### config.mk
export PLATFORM = sky130hd
export DESIGN_NAME = flash_settings_writer_crc8_top
export DESIGN_NICKNAME = d
export VERILOG_FILES = /design/src/sv/fsw_pkg.sv /design/src/sv/flash_settings_writer_crc8_top.sv /design/src/sv/fsw_front.sv /design/src/sv/fsw_queue.sv /design/src/sv/fsw_back.sv
export SDC_FILE = /design/constraint.sdc
export NUM_CORES = 1
export LEC_CHECK = 0
export BUFFER_PORTS_ARGS = -buffer_cell sky130_fd_sc_hd__buf_4
export CAP_MARGIN = 20
export CORE_UTILIZATION = 51
export DETAILED_ROUTE_END_ITERATION = 8
export PLACE_DENSITY_LB_ADDON = 0.3
export SYNTH_ARGS = -nofsm -noshare
export SYNTH_HDL_FRONTEND = slang
export SYNTH_SLANG_ARGS = --single-unit
### constraint.sdc
create_clock -name i_clk -period 4.3 [get_ports i_clk]
set_input_delay 0.86 -clock i_clk [delete_from_list [all_inputs] [get_ports i_clk]]
set_output_delay 0.86 -clock i_clk [all_outputs]
set_load 0.005 [all_outputs]
### src/sv/fsw_pkg.sv
`default_nettype none

package fsw_pkg;

    // Field widths of the flash command interface.
    localparam int ADDR_W  = 15;
    localparam int WORD_W  = 14;
    localparam int DATA_W  = 8;
    localparam int CMD_W   = 2;
    localparam int COUNT_W = 8;

    // Address width of the job queue between the front and back parts.
    localparam int QUEUE_AW = 2;

    // Upper byte of every latched word (RETLW opcode) and the CRC-8 polynomial.
    localparam logic [5:0]        WORD_HIGH_BITS = 6'b110100;
    localparam logic [DATA_W-1:0] WORD_HIGH      = 8'h34;
    localparam logic [DATA_W-1:0] CRC_POLY       = 8'h07;

    // Flash command codes.
    typedef enum logic [CMD_W-1:0] {
        CMD_ERASE = 2'd0,
        CMD_LOAD  = 2'd1,
        CMD_FINAL = 2'd2
    } t_cmd;

    // One classified input item, passed from the front part to the back part.
    typedef struct packed {
        logic              first;   // record starts: erase the row first
        logic              commit;  // record ends: write the CRC word after the load
        logic [ADDR_W-1:0] addr;    // latch address of the payload word
        logic [DATA_W-1:0] data;    // payload byte
        logic [DATA_W-1:0] crc;     // CRC after this byte
    } t_job;

    // One flash command result.
    typedef struct packed {
        t_cmd              cmd;
        logic [ADDR_W-1:0] addr;
        logic [WORD_W-1:0] word;
        logic              last;
    } t_result;

    // CRC-8, MSB first, one byte.
    function automatic logic [DATA_W-1:0] crc8_byte(input logic [DATA_W-1:0] crc,
                                                    input logic [DATA_W-1:0] b);
        logic [DATA_W-1:0] x;
        x = crc ^ b;
        for (int k = 0; k < DATA_W; k++) begin
            if (x[DATA_W-1]) begin
                x = {x[DATA_W-2:0], 1'b0} ^ CRC_POLY;
            end else begin
                x = {x[DATA_W-2:0], 1'b0};
            end
        end
        return x;
    endfunction

endpackage

`default_nettype wire

### src/sv/flash_settings_writer_crc8_top.sv
// An item's results pass through the job queue and then the output register.
// Each item gives one to three results (erase, load, final word).
// Input takes one item per cycle while the four-entry job queue has room.
// Output side drains one result per cycle from its output register while pop is held.
// Reset: synchronous, active low; clears record state, base address, queue and output valid.
`default_nettype none

module flash_settings_writer_crc8_top #(
    parameter int PAYLOAD_BYTES = 31
) (
    input  wire logic                        i_clk,
    input  wire logic                        i_rst_n,
    input  wire logic                        i_cfg_valid,
    output logic                             o_cfg_ready,
    input  wire logic [fsw_pkg::ADDR_W-1:0]  i_cfg_data,
    input  wire logic                        push,
    output logic                             full,
    input  wire logic [fsw_pkg::DATA_W-1:0]  i_data_byte,
    output logic                             empty,
    input  wire logic                        pop,
    output logic [fsw_pkg::CMD_W-1:0]        o_command,
    output logic [fsw_pkg::ADDR_W-1:0]       o_flash_address,
    output logic [fsw_pkg::WORD_W-1:0]       o_flash_word,
    output logic                             o_last
);

    logic             accept;
    logic             q_empty;
    logic             q_pop;
    logic             res_valid;
    fsw_pkg::t_job    front_job;
    fsw_pkg::t_job    head_job;
    fsw_pkg::t_result res;

    assign o_cfg_ready = 1'b1;
    assign accept      = push && !full;

    // Front part: classify each item and track the record.
    fsw_front #(
        .PAYLOAD_BYTES(PAYLOAD_BYTES)
    ) u_front (
        .i_clk       (i_clk),
        .i_rst_n     (i_rst_n),
        .i_cfg_we    (i_cfg_valid),
        .i_cfg_data  (i_cfg_data),
        .i_accept    (accept),
        .i_data_byte (i_data_byte),
        .o_job       (front_job)
    );

    // Job queue between the two parts.
    fsw_queue u_queue (
        .i_clk    (i_clk),
        .i_rst_n  (i_rst_n),
        .i_wr     (accept),
        .i_wr_job (front_job),
        .o_full   (full),
        .o_empty  (q_empty),
        .i_rd     (q_pop),
        .o_rd_job (head_job)
    );

    // Back part: expand each job into flash commands.
    fsw_back u_back (
        .i_clk       (i_clk),
        .i_rst_n     (i_rst_n),
        .i_job_valid (!q_empty),
        .i_job       (head_job),
        .o_job_pop   (q_pop),
        .o_res_valid (res_valid),
        .o_res       (res),
        .i_res_pop   (pop && res_valid)
    );

    assign empty           = !res_valid;
    assign o_command       = res.cmd;
    assign o_flash_address = res.addr;
    assign o_flash_word    = res.word;
    assign o_last          = res.last;

    // A pushed item is in the queue on the next cycle.
    a_push_fills: assert property (@(posedge i_clk) disable iff (!i_rst_n)
        accept |=> !q_empty)
        else $error("queue empty after an accepted item");

    // The final word always ends the results of its item.
    a_final_last: assert property (@(posedge i_clk) disable iff (!i_rst_n)
        (!empty && (o_command == fsw_pkg::CMD_FINAL)) |-> o_last)
        else $error("final word without last");

    // An erase never ends an item and carries a zero word.
    a_erase_shape: assert property (@(posedge i_clk) disable iff (!i_rst_n)
        (!empty && (o_command == fsw_pkg::CMD_ERASE)) |-> (!o_last && (o_flash_word == '0)))
        else $error("malformed erase command");

    // The queue is never popped while empty.
    a_no_underflow: assert property (@(posedge i_clk) disable iff (!i_rst_n)
        q_pop |-> !q_empty)
        else $error("job queue popped while empty");

endmodule

`default_nettype wire

### src/sv/fsw_front.sv
`default_nettype none

module fsw_front #(
    parameter int PAYLOAD_BYTES = 31
) (
    input  wire logic                        i_clk,
    input  wire logic                        i_rst_n,
    input  wire logic                        i_cfg_we,
    input  wire logic [fsw_pkg::ADDR_W-1:0]  i_cfg_data,
    input  wire logic                        i_accept,
    input  wire logic [fsw_pkg::DATA_W-1:0]  i_data_byte,
    output fsw_pkg::t_job                    o_job
);

    localparam logic [fsw_pkg::COUNT_W:0] LAST_COUNT = (fsw_pkg::COUNT_W + 1)'(PAYLOAD_BYTES);

    logic [fsw_pkg::ADDR_W-1:0]  r_base;
    logic [fsw_pkg::ADDR_W-1:0]  r_addr;
    logic [fsw_pkg::DATA_W-1:0]  r_crc;
    logic [fsw_pkg::COUNT_W-1:0] r_count;

    logic                        first;
    logic                        commit;
    logic [fsw_pkg::ADDR_W-1:0]  cur_addr;
    logic [fsw_pkg::DATA_W-1:0]  crc_in;
    logic [fsw_pkg::DATA_W-1:0]  crc_new;
    logic [fsw_pkg::COUNT_W:0]   count_inc;

    // Classify the item: record start, record end, address and running CRC.
    always_comb begin
        first     = (r_count == '0);
        cur_addr  = first ? r_base : r_addr;
        crc_in    = first ? '0 : r_crc;
        crc_new   = fsw_pkg::crc8_byte(fsw_pkg::crc8_byte(crc_in, fsw_pkg::WORD_HIGH),
                                       i_data_byte);
        count_inc = {1'b0, r_count} + 1'b1;
        commit    = (count_inc >= LAST_COUNT);
    end

    assign o_job = '{first: first, commit: commit, addr: cur_addr,
                     data: i_data_byte, crc: crc_new};

    // Base address register.
    always_ff @(posedge i_clk) begin
        if (!i_rst_n) begin
            r_base <= '0;
        end else if (i_cfg_we) begin
            r_base <= i_cfg_data;
        end
    end

    // Record state: byte count, running CRC and next latch address.
    always_ff @(posedge i_clk) begin
        if (!i_rst_n) begin
            r_count <= '0;
            r_crc   <= '0;
            r_addr  <= '0;
        end else if (i_accept) begin
            if (commit) begin
                r_count <= '0;
                r_crc   <= '0;
                r_addr  <= r_base;
            end else begin
                r_count <= count_inc[fsw_pkg::COUNT_W-1:0];
                r_crc   <= crc_new;
                r_addr  <= cur_addr + 1'b1;
            end
        end
    end

endmodule

`default_nettype wire

### src/sv/fsw_queue.sv
`default_nettype none

module fsw_queue (
    input  wire logic    i_clk,
    input  wire logic    i_rst_n,
    input  wire logic    i_wr,
    input  wire fsw_pkg::t_job i_wr_job,
    output logic         o_full,
    output logic         o_empty,
    input  wire logic    i_rd,
    output fsw_pkg::t_job o_rd_job
);

    localparam int DEPTH = 1 << fsw_pkg::QUEUE_AW;

    fsw_pkg::t_job                 r_mem [DEPTH];
    logic [fsw_pkg::QUEUE_AW-1:0]  r_wr_ptr;
    logic [fsw_pkg::QUEUE_AW-1:0]  r_rd_ptr;
    logic [fsw_pkg::QUEUE_AW:0]    r_count;

    assign o_full   = (r_count == (fsw_pkg::QUEUE_AW + 1)'(DEPTH));
    assign o_empty  = (r_count == '0);
    assign o_rd_job = r_mem[r_rd_ptr];

    // Storage.
    always_ff @(posedge i_clk) begin
        if (i_wr) begin
            r_mem[r_wr_ptr] <= i_wr_job;
        end
    end

    // Pointers and fill count.
    always_ff @(posedge i_clk) begin
        if (!i_rst_n) begin
            r_wr_ptr <= '0;
            r_rd_ptr <= '0;
            r_count  <= '0;
        end else begin
            if (i_wr) begin
                r_wr_ptr <= r_wr_ptr + 1'b1;
            end
            if (i_rd) begin
                r_rd_ptr <= r_rd_ptr + 1'b1;
            end
            if (i_wr && !i_rd) begin
                r_count <= r_count + 1'b1;
            end else if (!i_wr && i_rd) begin
                r_count <= r_count - 1'b1;
            end
        end
    end

endmodule

`default_nettype wire

### src/sv/fsw_back.sv
`default_nettype none

module fsw_back (
    input  wire logic      i_clk,
    input  wire logic      i_rst_n,
    input  wire logic      i_job_valid,
    input  wire fsw_pkg::t_job i_job,
    output logic           o_job_pop,
    output logic           o_res_valid,
    output fsw_pkg::t_result o_res,
    input  wire logic      i_res_pop
);

    typedef enum logic [2:0] {
        PH_START  = 3'b001,
        PH_LOAD   = 3'b010,
        PH_COMMIT = 3'b100
    } t_phase;

    t_phase           r_phase;
    t_phase           n_phase;
    logic             r_res_valid;
    fsw_pkg::t_result r_res;
    fsw_pkg::t_result res;
    logic             done;
    logic             load_en;

    assign load_en = i_job_valid && (!r_res_valid || i_res_pop);

    // Pick the next command of the head job.
    always_comb begin
        res     = '0;
        n_phase = r_phase;
        done    = 1'b0;
        if ((r_phase == PH_START) && i_job.first) begin
            res.cmd  = fsw_pkg::CMD_ERASE;
            res.addr = i_job.addr;
            res.word = '0;
            res.last = 1'b0;
            n_phase  = PH_LOAD;
        end else if (r_phase == PH_COMMIT) begin
            res.cmd  = fsw_pkg::CMD_FINAL;
            res.addr = i_job.addr + 1'b1;
            res.word = {fsw_pkg::WORD_HIGH_BITS, i_job.crc};
            res.last = 1'b1;
            n_phase  = PH_START;
            done     = 1'b1;
        end else begin
            res.cmd  = fsw_pkg::CMD_LOAD;
            res.addr = i_job.addr;
            res.word = {fsw_pkg::WORD_HIGH_BITS, i_job.data};
            res.last = !i_job.commit;
            n_phase  = i_job.commit ? PH_COMMIT : PH_START;
            done     = !i_job.commit;
        end
    end

    assign o_job_pop   = load_en && done;
    assign o_res_valid = r_res_valid;
    assign o_res       = r_res;

    // Phase within the head job and output valid.
    always_ff @(posedge i_clk) begin
        if (!i_rst_n) begin
            r_phase     <= PH_START;
            r_res_valid <= 1'b0;
        end else begin
            if (load_en) begin
                r_phase     <= n_phase;
                r_res_valid <= 1'b1;
            end else if (i_res_pop) begin
                r_res_valid <= 1'b0;
            end
        end
    end

    // Output register.
    always_ff @(posedge i_clk) begin
        if (load_en) begin
            r_res <= res;
        end
    end

endmodule

`default_nettype wire

* Word-level counts from Yosys, hierarchy flattened
Memory sizes are Yosys's and may differ from the RTL's. A register that Yosys moved wholly into a read port is not among the register bits.
Cells that the tools add are included.
** Operators by class
- Add/subtract/negate cells :: 7
- $lt $le $gt $ge :: 1
- Eq/ne operators :: 3
- Multiplexer cells :: 36
- Bitwise logic cells :: 18
- Reductions and logical operators :: 18
** Operators by type and width (count)
- 3-bit 2-to-1 mux :: 21
- 3-bit inverter :: 17
- 32-bit 2-to-1 mux :: 1
- 15-bit by 1-bit adder with 15-bit output (second input constant) :: 2
- 15-bit 2-to-1 mux :: 2
- 30-bit 2-to-1 mux :: 1
- 8-bit 2-to-1 mux :: 3
- 8-bit by 1-bit adder with 9-bit output (second input constant) :: 1
- 9-bit by 5-bit >= comparator with 1-bit output (second input constant) :: 1
- 8-bit logical NOT :: 1
- 8-bit XOR :: 1
- 1-bit logical AND :: 7
- 3-bit == test (second input constant) :: 2
- 1-bit logical NOT :: 6
- 1-bit 2-to-1 mux :: 6
- 2-bit by 1-bit adder with 2-bit output (second input constant) :: 2
- 2-bit 2-to-1 mux :: 2
- 2-bit nonzero test :: 2
- 3-bit by 1-bit adder with 3-bit output (second input constant) :: 1
- 3-bit by 1-bit == test with 1-bit output (second input constant) :: 1
- 3-bit logical NOT :: 1
- 3-bit by 1-bit subtractor with 3-bit output (second input constant) :: 1
- 1-bit logical OR :: 1
** Storage, ports and cells
- Register bits after elaboration :: 89
- RAM bits :: 132
- Input bits :: 28
- Output and inout bits :: 35
- Word-level logic and storage cells :: 97
- Memories :: 1
** Memory list
- u_queue.r_mem :: words 4, width 33, read ports 1, clocked after memory_dff 1, write ports 1, RTL line fsw_queue.sv:16 : fsw_pkg::t_job r_mem [DEPTH];

* Logic depth before layout (Yosys ltp)
Gate-level depths: netlist of run 1.
- Depth in word-level cells :: 36
- Gate-level depth with buffers :: 16
- Mapped depth without buffers :: 13

* Modules after synthesis
Synthesis of run 1 repeated with hierarchy kept, for this count alone.
** Unflattened totals
- Cells, all modules :: 706
- Area total of the unflattened synthesis :: 9723.1 sq um
** By module, submodules not included
- fsw_queue :: instances 1, cells each 216, area an instance 5253.8 sq um, seq. area each 4144.0 sq um
- fsw_front :: instances 1, cells each 379, area an instance 3035.4 sq um, seq. area each 920.9 sq um
- fsw_back :: instances 1, cells each 105, area an instance 1395.1 sq um, seq. area each 890.9 sq um
- flash_settings_writer_crc8_top :: instances 1, cells each 6, area an instance 38.8 sq um, seq. area each 0.0 sq um

* Least setup slack after synthesis of run 1
No wires, ideal clock.
- Path type :: input to register
- Start point :: input pop
- End point :: register u_queue.r_count[2] (netlist name)
- Arrival time :: 3.944 ns
- Slack :: 0.286 ns
- Stages on the path :: 9
- Cells stage by stage :: inv_1 -> a21oi_1 -> nand3_1 -> ha_1 -> inv_1 -> fa_1 -> xor2_1 -> or3_1 -> a21oi_1
** Between the ends
- Longest elaborated chain between the ends :: 7
- Elaborated cells between the ends (all ways) :: 9
** Ends and longest elaborated chain
- start, declared :: RTL line flash_settings_writer_crc8_top.sv:20 : input wire logic pop,
- 1-bit logical AND * :: RTL line flash_settings_writer_crc8_top.sv:72 : .i_res_pop (pop && res_valid)
- 1-bit logical OR * :: RTL line fsw_back.sv:28 : assign load_en = i_job_valid && (!r_res_valid || i_res_pop);
- 1-bit logical AND * :: RTL line fsw_back.sv:28
- net u_back.load_en :: RTL line fsw_back.sv:26 : logic load_en;
- 1-bit logical AND * :: RTL line fsw_back.sv:58 : assign o_job_pop = load_en && done;
- 1-bit logical NOT :: RTL line fsw_queue.sv:45 : if (i_wr && !i_rd) begin
- 1-bit logical AND :: RTL line fsw_queue.sv:45
- 3-bit 2-to-1 mux or 2-bit nonzero test (tied branches)
- end signal, assigned :: RTL line fsw_queue.sv:46 : r_count <= r_count + 1'b1;
- end signal, assigned :: RTL line fsw_queue.sv:48 : r_count <= r_count - 1'b1;
- end, declared :: RTL line fsw_queue.sv:19 : logic [fsw_pkg::QUEUE_AW:0] r_count;
Mark *: on every way through the listed nets, which the timed path passes. The rest lies on a longest branch.
A chain may end at the register's enable or synchronous reset.

==> impl_metrics.env, run 1 <==
export IMPL_seq_area_frac_synth=0.5912
export IMPL_fin_area_um2=11430
export IMPL_regArea_um2=5957
export IMPL_dpl_hpwl_um=13540
export IMPL_p_leak_nw=4.153
export IMPL_fin_skew_ps=9.525
export IMPL_switching_share=0.2955
export IMPL_avgSynthCellArea_um2=12.97
export IMPL_core_um2=19400
export IMPL_grt_pass1_vias=6498
export IMPL_die_w_um=142.6
export IMPL_cts_hold_buf=0
export IMPL_drt_iter0_markers=543
export IMPL_ioPinCount=63
export IMPL_slew_headroom=0.4383
export IMPL_synth_edf_count=159
export IMPL_status="finished, final reports clean"
export IMPL_ys_flop_type="edfxtp_1"
export IMPL_grt_pass1_wl_um=33490
export IMPL_row_count=51
export IMPL_clockBufferDepth=3
export IMPL_clock_latency_ps=510
export IMPL_fmax_mhz=284.4
export IMPL_routabilityCongestion=0.8224
export IMPL_cp_max_fo=22
export IMPL_drt_wl_total_um=20940
export IMPL_critPathArrivalTime_ps=3920
export IMPL_peakVddDrop_uv=297.5
export IMPL_clkPwrFrac=0.294
export IMPL_drt_antenna_violating_nets=0
export IMPL_power_density_nw_per_um2=621.5
export IMPL_required_ps=4700
export IMPL_slew_viol_final=0
export IMPL_final_nets=858
export IMPL_synthCells=777
export IMPL_post_cts_repair_setup_buffers=0
export IMPL_vias=6474
export IMPL_r2r_setup_slack_ps=780
export IMPL_path_class="flip-flop to flip-flop"
export IMPL_worstSetupStartpointType="flip-flop"
export IMPL_cts_tree="yes"
export IMPL_wire_per_inst_um=19.04
export IMPL_io_buffers=58
export IMPL_worstHoldEndpoint="u_front.r_crc[6]"
export IMPL_synth_area_um2=10070
export IMPL_clock_sinks=218
export IMPL_fillCellCount=1552
export IMPL_finalSetupViolCount=0
export IMPL_reg2regPathDepth=13
export IMPL_power_internal_mw=5.006
export IMPL_root_buffer="clkbuf_16"
export IMPL_place_area_um2=10630
export IMPL_h_tree_depth=1
export IMPL_p_sw_mw=2.100
export IMPL_grt_max_degree=47
export IMPL_multi_input_area_um2=3726
export IMPL_synthToLayoutAreaGrowth_pct=13.49
export IMPL_timing_rr_end="u_front.r_addr[14]"
export IMPL_hold_path_class="flip-flop to flip-flop"
export IMPL_yosys_warnings=0
export IMPL_drcViolationCount=0
export IMPL_period_minus_slack_ps=3516
export IMPL_via_per_inst=5.885
export IMPL_die_h_um=142.6
export IMPL_power_frac_seq=0.427
export IMPL_min_path_cells=2
export IMPL_drive_above_1_share=0.2024
export IMPL_synth_seq_cells=218
export IMPL_tns_ps=0
export IMPL_tightestPinTransition_ps=837.5
export IMPL_hold_viol_final=0
export IMPL_combPwrFrac=0.279
export IMPL_async_flop_share=0
export IMPL_antenna_found_initial=0
export IMPL_fin_crit_sh=0.8177
export IMPL_grtUsageTotal=0.2136
export IMPL_min_from="u_front.r_crc[6]"
export IMPL_grt_ovfl_total=0
export IMPL_r2r_start="u_front.r_count[0]"
export IMPL_num_antenna_cells=0
export IMPL_ctsResizeCount=0
export IMPL_firstDrtPassIters=6
export IMPL_rsz0062_at_grt="false"
export IMPL_yosysUniqueCellTypes=81
export IMPL_dieArea_um2=20320
export IMPL_cts_made_buffers=23
export IMPL_cts_clk_slew_worst_paths_ps=70
export IMPL_cp_end_kind="flip-flop"
export IMPL_start_util=0.5193
export IMPL_max_cap_violations=0
==> per-stage QoR <==
step | total power, mW | util | hold slack, ps | instances | setup slack, ps
after floorplan | 4.436 | - | 445.3 | 779 | 286.1
after global placement | 4.977 | 0.5480 | 477.4 | 1059 | 1019
after detailed placement | 5.080 | 0.5480 | 488.2 | 1059 | 818.6
after CTS | 7.170 | 0.5894 | 497.0 | 1100 | 789.7
after global routing | 7.457 | 0.5894 | 526.0 | 1100 | 542.2
final | 7.105 | 0.5894 | 498.6 | 1100 | 783.9
==> cell type report <==
type | instances | area share
timing repair buffer | 73 | 0.04793
tap | 265 | 0.02900
sequential | 218 | 0.5210
inverter | 18 | 0.005909
multi-input combinational | 485 | 0.3259
clock buffer | 27 | 0.05340
clock inverter | 14 | 0.01685
==> cells in the mapped netlist, drive strengths merged, types with 17 or more instances <==
cell,instances,area (um2)
xnor2,33,289.0
mux4,33,743.2
inv,17,63.81
mux2i,25,250.2
xor2,19,166.4
o21ai,30,153.9
edfxtp,159,4775
nor2,55,206.5
dfxtp,59,1181
a21oi,33,172.7
nand2,89,334.1
buf,25,163.9
clkbuf,31,141.4
==> power by group through the flow <==
stage,logic (mW),clock network (mW),registers (mW)
finish,1.98,2.09,3.03
detailed placement,2.00,0,3.08
floorplan,1.40,0,3.04
global route,2.18,2.20,3.07
global placement,1.92,0,3.05
CTS,2.01,2.13,3.04
==> logic make-up (layout without fill, tap and decap cells) <==
family                     after synthesis  in the layout  share of synthesized area
other                                    2              4                  0.0007454
adders and majority gates               11             11                    0.01441
muxes                                   62             62                     0.1031
and+or+nand+nor                        232            232                     0.1144
buffers and inverters                   76            132                    0.04136
xor gates and xnor gates                55             55                    0.05216
DFF                                    218            218                     0.5912
AOI/OAI and AO/OA                      121            121                    0.08271
==> critical path, cell delays in order (launching register included) <==
cell and delay (ps):
dfxtp_1 340, inv_1 100, ha_1 190, nor4b_4 350, nand2_1 130, clkinv_1 70
buf_4 230, nand2_1 100, nand2_1 150, ha_1 530, o21ai_2 220, nor3b_4 270
mux2_1 350, a2111oi_2 360
==> how the worst max path moves through the flow <==
stage / from / to / slack, ps / cells past startpoint
detailed placement: u_front.r_count[0] / u_front.r_addr[14] / 820 / 12
global placement: u_front.r_count[0] / u_front.r_addr[14] / 1020 / 12
finish: u_front.r_count[0] / u_front.r_addr[14] / 780 / 13
CTS: u_front.r_count[0] / u_front.r_addr[14] / 790 / 12
global route: u_front.r_count[0] / u_front.r_addr[14] / 540 / 13
floorplan: pop / u_queue.r_count[2] / 290 / 9
==> layout by cell type (no fill, tap or decap), types with 17 or more instances in the layout <==
cell       instances
edfxtp_1         159
nand2_1           89
buf_4             73
dfxtp_1           58
nor2_1            55
mux4_2            33
xnor2_1           33
a21oi_1           30
o21ai_0           27
mux2i_1           25
clkbuf_16         23
xor2_1            19
inv_1             17
==> per-layer routing <==
layer,wire [um],up-vias,part of all wire,track usage
met4,539,0,0.026,0.09338
met1,8640,3169,0.41,0.2771
met2,10240,285,0.49,0.3553
met5,0,-,0,0
met3,1525,55,0.073,0.03499
li1,-,2965,-,-
==> state kept, by name, summed over array words and instances (netlist names), named ones only <==
register,flops
u_back.o_res_valid,1
u_back.r_phase,3
u_queue.r_rd_ptr,2
u_queue.r_wr_ptr,2
u_front.r_addr,15
u_front.r_base,15
u_back.o_res,27
u_front.r_crc,8
u_queue.r_count,3
u_queue.r_mem,132
u_front.r_count,8
No activity file was read; power rests on OpenSTA's default activity.
==> run 2, diff against run 1 <==
clock period = 2.85 ns   (was 4.3 ns; I/O delays follow)
==> impl_metrics.env, run 2 (same netlist as run 1, synthesis figures left out) <==
export IMPL_status="finished, final reports clean"
export IMPL_min_from="i_data_byte[0]"
export IMPL_crit_end="u_front.r_addr[10]"
export IMPL_clkPwrFrac=0.293
export IMPL_wire_per_inst_um=19.13
export IMPL_slowest_stage="dfxtp_1"
export IMPL_via_per_inst=5.713
export IMPL_reg2regPathDepth=13
export IMPL_drt_antenna_violating_nets=0
export IMPL_grtUsageTotal=0.2186
export IMPL_place_area_um2=10780
export IMPL_critPathArrivalTime_ps=3080
export IMPL_slew_viol_final=0
export IMPL_cts_made_buffers=23
export IMPL_drt_iter0_markers=526
export IMPL_combPwrFrac=0.285
export IMPL_crit_chain="inv_1 > ha_1 > nor4b_4 > nand2_2 > clkinv_1 > nand2_1 > nand2_2 > ha_4 > and3_1 > a22oi_2 > mux2i_1 > nor2_1 > o41ai_2"
export IMPL_grt_pass1_wl_um=34490
export IMPL_cts_tree="yes"
export IMPL_grt_ovfl_total=0
export IMPL_cp_max_fo=6
export IMPL_power_frac_seq=0.422
export IMPL_startpoint="u_front.r_count[0]"
export IMPL_fmax_mhz=372.7
export IMPL_final_nets=869
export IMPL_crit_path_frequent_cell="nand2_2"
export IMPL_drive_above_1_share=0.2196
export IMPL_peakVddDrop_uv=399.1
export IMPL_timing_rr_end="u_front.r_addr[10]"
export IMPL_vias=6353
export IMPL_num_antenna_cells=0
export IMPL_p_sw_mw=3.189
export IMPL_period_minus_slack_ps=2683
export IMPL_finalSetupViolCount=0
export IMPL_cp_top_family="simple AND/OR/NAND/NOR gates"
export IMPL_final_common_cell="edfxtp_1"
export IMPL_max_cap_violations=0
export IMPL_clock_sinks=218
export IMPL_power_density_nw_per_um2=939.3
export IMPL_firstDrtPassIters=5
export IMPL_routabilityCongestion=0.8544
export IMPL_clock_latency_ps=510
export IMPL_worst_path_buf_inv=2
export IMPL_dpl_hpwl_um=13840
export IMPL_start_util=0.5193
export IMPL_antenna_found_initial=0
export IMPL_row_count=51
export IMPL_switching_share=0.2922
export IMPL_die_w_um=142.6
export IMPL_regMostFlops="u_queue.r_mem"
export IMPL_fin_cells=1112
export IMPL_worstSetupStartpointType="flip-flop"
export IMPL_required_ps=3250
export IMPL_fin_crit_sh=0.9414
export IMPL_p_leak_nw=4.239
export IMPL_slew_headroom=0.4969
export IMPL_hold_viol_final=0
export IMPL_h_tree_depth=1
export IMPL_tns_ps=0
export IMPL_cp_end_kind="flip-flop"
export IMPL_io_buffers=58
export IMPL_cts_clk_slew_worst_paths_ps=60
export IMPL_final_cell_mix="edfxtp_1 (159), nand2_1 (86), buf_4 (80), dfxtp_1 (58), nor2_1 (55)"
export IMPL_drcViolationCount=0
export IMPL_cp_slowest_stage_delay_ps=400
export IMPL_synthToLayoutAreaGrowth_pct=15.31
export IMPL_root_buffer="clkbuf_16"
export IMPL_die_h_um=142.6
export IMPL_rsz0062_at_grt="true"
export IMPL_dp_cells=1070
export IMPL_drt_wl_total_um=21270
export IMPL_fin_skew_ps=18.11
export IMPL_clockBufferDepth=3
export IMPL_grt_max_degree=39
export IMPL_ioPinCount=63
export IMPL_r2r_start="u_front.r_count[0]"
export IMPL_hold_path_class="primary input to flip-flop"
export IMPL_r2r_setup_slack_ps=170
export IMPL_core_um2=19400
export IMPL_dieArea_um2=20320
export IMPL_power_internal_mw=7.723
export IMPL_cp_depth=13
export IMPL_grt_pass1_vias=6451
export IMPL_path_class="flip-flop to flip-flop"
export IMPL_fin_area_um2=11620
export IMPL_tightestPinTransition_ps=746.7
export IMPL_largest_reg_flops=132
[run 2: changes by cell type in the layout (fill, tap and decap cells not counted), sizes merged]
cell and change:
buf +11, clkinvlp -1, clkbuf +2, bufinv +1, clkinv -1
[run 2: stage by stage]
| step | hold slack (ps) | util | power [mW] | setup WS [ps] |
|---|---|---|---|---|
| 4_1_cts | 286.1 | 0.5983 | 10.99 | 66.38 |
| 3_3_place_gp | 476.8 | 0.5559 | 7.611 | 162.7 |
| 2_1_floorplan | 463.0 | - | 6.723 | 7.429 |
| 5_1_grt | 283.1 | 0.5989 | 11.44 | -24.75 |
| 6_report | 294.9 | 0.5989 | 10.91 | 167.1 |
| 3_5_place_dp | 492.5 | 0.5559 | 7.766 | 67.13 |
[run 2: power by group through the flow]
stage | Sequential, mW | Combinational (mW) | Clock, mW
finish | 4.60 | 3.11 | 3.20
global route | 4.66 | 3.40 | 3.38
CTS | 4.60 | 3.13 | 3.25
detailed placement | 4.66 | 3.11 | 0
global placement | 4.61 | 3.00 | 0
floorplan | 4.57 | 2.15 | 0
[run 2: repair_timing]
| item | in CTS | in global routing |
|---|---|---|
| setup buffers | 0 | 0 |
| resized for setup | 0 | 3 |
| hold buffers | 0 | 0 |
| endpoints found under the setup margin | 0 | 2 |
[run 2: cell type report]
type | count | area [um2]
fill | 1540 | 7781
multi-input combinational | 485 | 3759
tap | 265 | 331.6
clock inverter | 13 | 203.9
clock buffer | 29 | 618.1
sequential | 218 | 5957
inverter | 18 | 67.56
timing repair buffer | 84 | 680.7
[run 2: worst min-delay path by stage]
stage / slack (ps) / cells after the start / endpoint
after floorplan: 460 / 2 / u_back.r_phase[0]
after global placement: 480 / 2 / u_queue.r_count[2]
after detailed placement: 490 / 2 / u_queue.r_wr_ptr[1]
after CTS: 290 / 1 / u_queue.r_mem[2][11]
after global routing: 280 / 1 / u_queue.r_mem[0][8]
final: 290 / 1 / u_queue.r_mem[3][8]
[run 2: layer usage]
layer	GRT usage	part of all wire	routed length (um)	vias to the layer above
met5	0	0	0	-
met4	0.04980	0.0090	191	0
met3	0.02725	0.049	1043	17
met2	0.3733	0.49	10480	182
met1	0.2987	0.45	9554	3164
li1	-	-	-	2990
==> run 3, diff against run 2 <==
PLACE_DENSITY = 0.71   (was unset)
PLACE_DENSITY_LB_ADDON = unset   (was 0.3)
==> impl_metrics.env, run 3 (same netlist as run 1, synthesis figures left out) <==
export IMPL_largest_reg_flops=132
export IMPL_rsz0062_at_grt="false"
export IMPL_drive_above_1_share=0.2225
export IMPL_combPwrFrac=0.286
export IMPL_via_per_inst=5.670
export IMPL_grt_ovfl_total=0
export IMPL_dpl_hpwl_um=13740
export IMPL_max_cap_violations=0
export IMPL_cp_max_fo=6
export IMPL_hold_viol_final=0
export IMPL_hold_path_class="primary input to flip-flop"
export IMPL_cp_end_kind="flip-flop"
export IMPL_root_buffer="clkbuf_16"
export IMPL_cts_clk_slew_worst_paths_ps=60
export IMPL_drcViolationCount=0
export IMPL_firstDrtPassIters=5
export IMPL_antenna_found_initial=0
export IMPL_status="finished, final reports clean"
export IMPL_power_internal_mw=7.651
export IMPL_fillCellCount=1524
export IMPL_fin_crit_sh=0.9419
export IMPL_ioPinCount=63
export IMPL_row_count=51
export IMPL_tns_ps=0
export IMPL_clockBufferDepth=3
export IMPL_drt_iter0_markers=601
export IMPL_cp_slowest_stage_delay_ps=530
export IMPL_grtUsageTotal=0.2143
export IMPL_slew_headroom=0.5371
export IMPL_finalSetupViolCount=0
export IMPL_clock_sinks=218
export IMPL_io_buffers=58
export IMPL_switching_share=0.2915
export IMPL_slew_viol_final=0
export IMPL_worstSetupStartpointType="flip-flop"
export IMPL_cts_made_buffers=23
export IMPL_dieArea_um2=20320
export IMPL_wire_per_inst_um=18.81
export IMPL_h_tree_depth=1
export IMPL_drt_wl_total_um=21050
export IMPL_clock_latency_ps=510
export IMPL_routabilityCongestion=0.8643
export IMPL_num_antenna_cells=0
export IMPL_power_density_nw_per_um2=927.5
export IMPL_cts_tree="yes"
export IMPL_final_cell_mix="edfxtp_1 (159), buf_4 (87), nand2_1 (86), dfxtp_1 (58), nor2_1 (55)"
export IMPL_core_um2=19400
export IMPL_drt_antenna_violating_nets=0
export IMPL_fin_skew_ps=20.00
export IMPL_start_util=0.5193
export IMPL_vias=6345
export IMPL_die_h_um=142.6
export IMPL_required_ps=3250
export IMPL_power_frac_seq=0.425
export IMPL_final_common_cell="edfxtp_1"
export IMPL_peakVddDrop_uv=463.2
export IMPL_period_minus_slack_ps=2684
export IMPL_p_leak_nw=4.264
export IMPL_clkPwrFrac=0.289
export IMPL_fmax_mhz=372.5
export IMPL_final_nets=876
export IMPL_grt_pass1_vias=6434
export IMPL_utilization=0.6002
export IMPL_synthToLayoutAreaGrowth_pct=15.57
export IMPL_slowest_stage="or4b_4"
export IMPL_die_w_um=142.6
export IMPL_cts_hold_buf=0
export IMPL_crit_chain="inv_1 > ha_1 > or4b_4 > nor4_4 > o21ai_2 > nor3b_4 > mux2_4 > a2111oi_2"
export IMPL_regMostFlops="u_queue.r_mem"
export IMPL_tightestPinTransition_ps=687.1
export IMPL_grt_max_degree=39
export IMPL_p_sw_mw=3.149
export IMPL_grt_pass1_wl_um=33660
export IMPL_path_class="flip-flop to flip-flop"
export IMPL_critPathArrivalTime_ps=3090
-- run 3: changes by cell type in the layout (fill, tap and decap cells not counted) --
cell / change
buf_4: +7
clkbuf_8: +4
nor3_1: +1
nor3_2: -1
clkbuf_1: +2
bufinv_16: -2
clkinv_4: -1
inv_6: -1
inv_8: +1
clkinv_2: -2
clkinvlp_4: -1
-- run 3: worst paths after layout --
kind,end,slack [ps],cells past startpoint,from
setup / recovery,u_front.r_addr[14],170,8,u_front.r_count[0]
hold reg to reg,u_front.r_crc[6],500,2,u_front.r_crc[6]
hold / removal,u_queue.r_mem[1][8],290,1,i_data_byte[0]
setup reg to reg,u_front.r_addr[14],170,8,u_front.r_count[0]
-- run 3: through the flow --
| step | instance area [um2] | hold slack [ps] | total power, mW | setup WS [ps] | std cells |
|---|---|---|---|---|---|
| after floorplan | 10140 | 463.0 | 6.723 | 7.429 | 779 |
| after global placement | 10810 | 475.9 | 7.610 | 213.2 | 1073 |
| after detailed placement | 10810 | 492.1 | 7.750 | 124.6 | 1073 |
| after CTS | 11610 | 278.3 | 10.87 | 76.42 | 1115 |
| after global routing | 11640 | 285.9 | 11.34 | 46.20 | 1119 |
| final | 11640 | 285.3 | 10.80 | 165.7 | 1119 |
-- run 3: critical path, delay by kind of cell, from the launching register on --
kind / cells / cell delay [ps]
and+or+nand+nor: 3 / 1160
buffers and inverters: 1 / 100
AOI/OAI and AO/OA: 2 / 490
DFF: 1 / 310
adders and majority gates: 1 / 180
muxes: 1 / 330
-- run 3: power groups by stage --
stage,logic (mW),registers [mW],clock network [mW]
3_3_place_gp,3.00,4.61,0
4_1_cts,3.11,4.59,3.17
2_1_floorplan,2.15,4.57,0
5_1_grt,3.40,4.65,3.29
6_report,3.09,4.59,3.12
3_5_place_dp,3.09,4.66,0
-- run 3: area by class of cell --
class | count | area (um2) | area share
Clock buffer | 35 | 680.7 | 0.05846
Clock inverter | 7 | 120.1 | 0.01032
Inverter | 18 | 67.56 | 0.005803
Multi-Input combinational cell | 485 | 3754 | 0.3224
Sequential cell | 218 | 5957 | 0.5116
Tap cell | 265 | 331.6 | 0.02848
Timing Repair Buffer | 91 | 733.2 | 0.06297
-- run 3: routing by layer --
| layer | vias up | track usage | routed length (um) | share of wire |
|---|---|---|---|---|
| met4 | 0 | 0.06395 | 382 | 0.018 |
| met1 | 3112 | 0.2858 | 9216 | 0.44 |
| met3 | 39 | 0.02658 | 1100 | 0.052 |
| li1 | 2995 | - | - | - |
| met2 | 199 | 0.3676 | 10350 | 0.49 |
| met5 | - | 0 | 0 | 0 |
-- run 3: what timing repair did --
action	4_1_cts	5_1_grt
buffers inserted	0	4
resized for setup	0	2
endpoints found under the hold margin	0	0
endpoints found under the setup margin	0	2
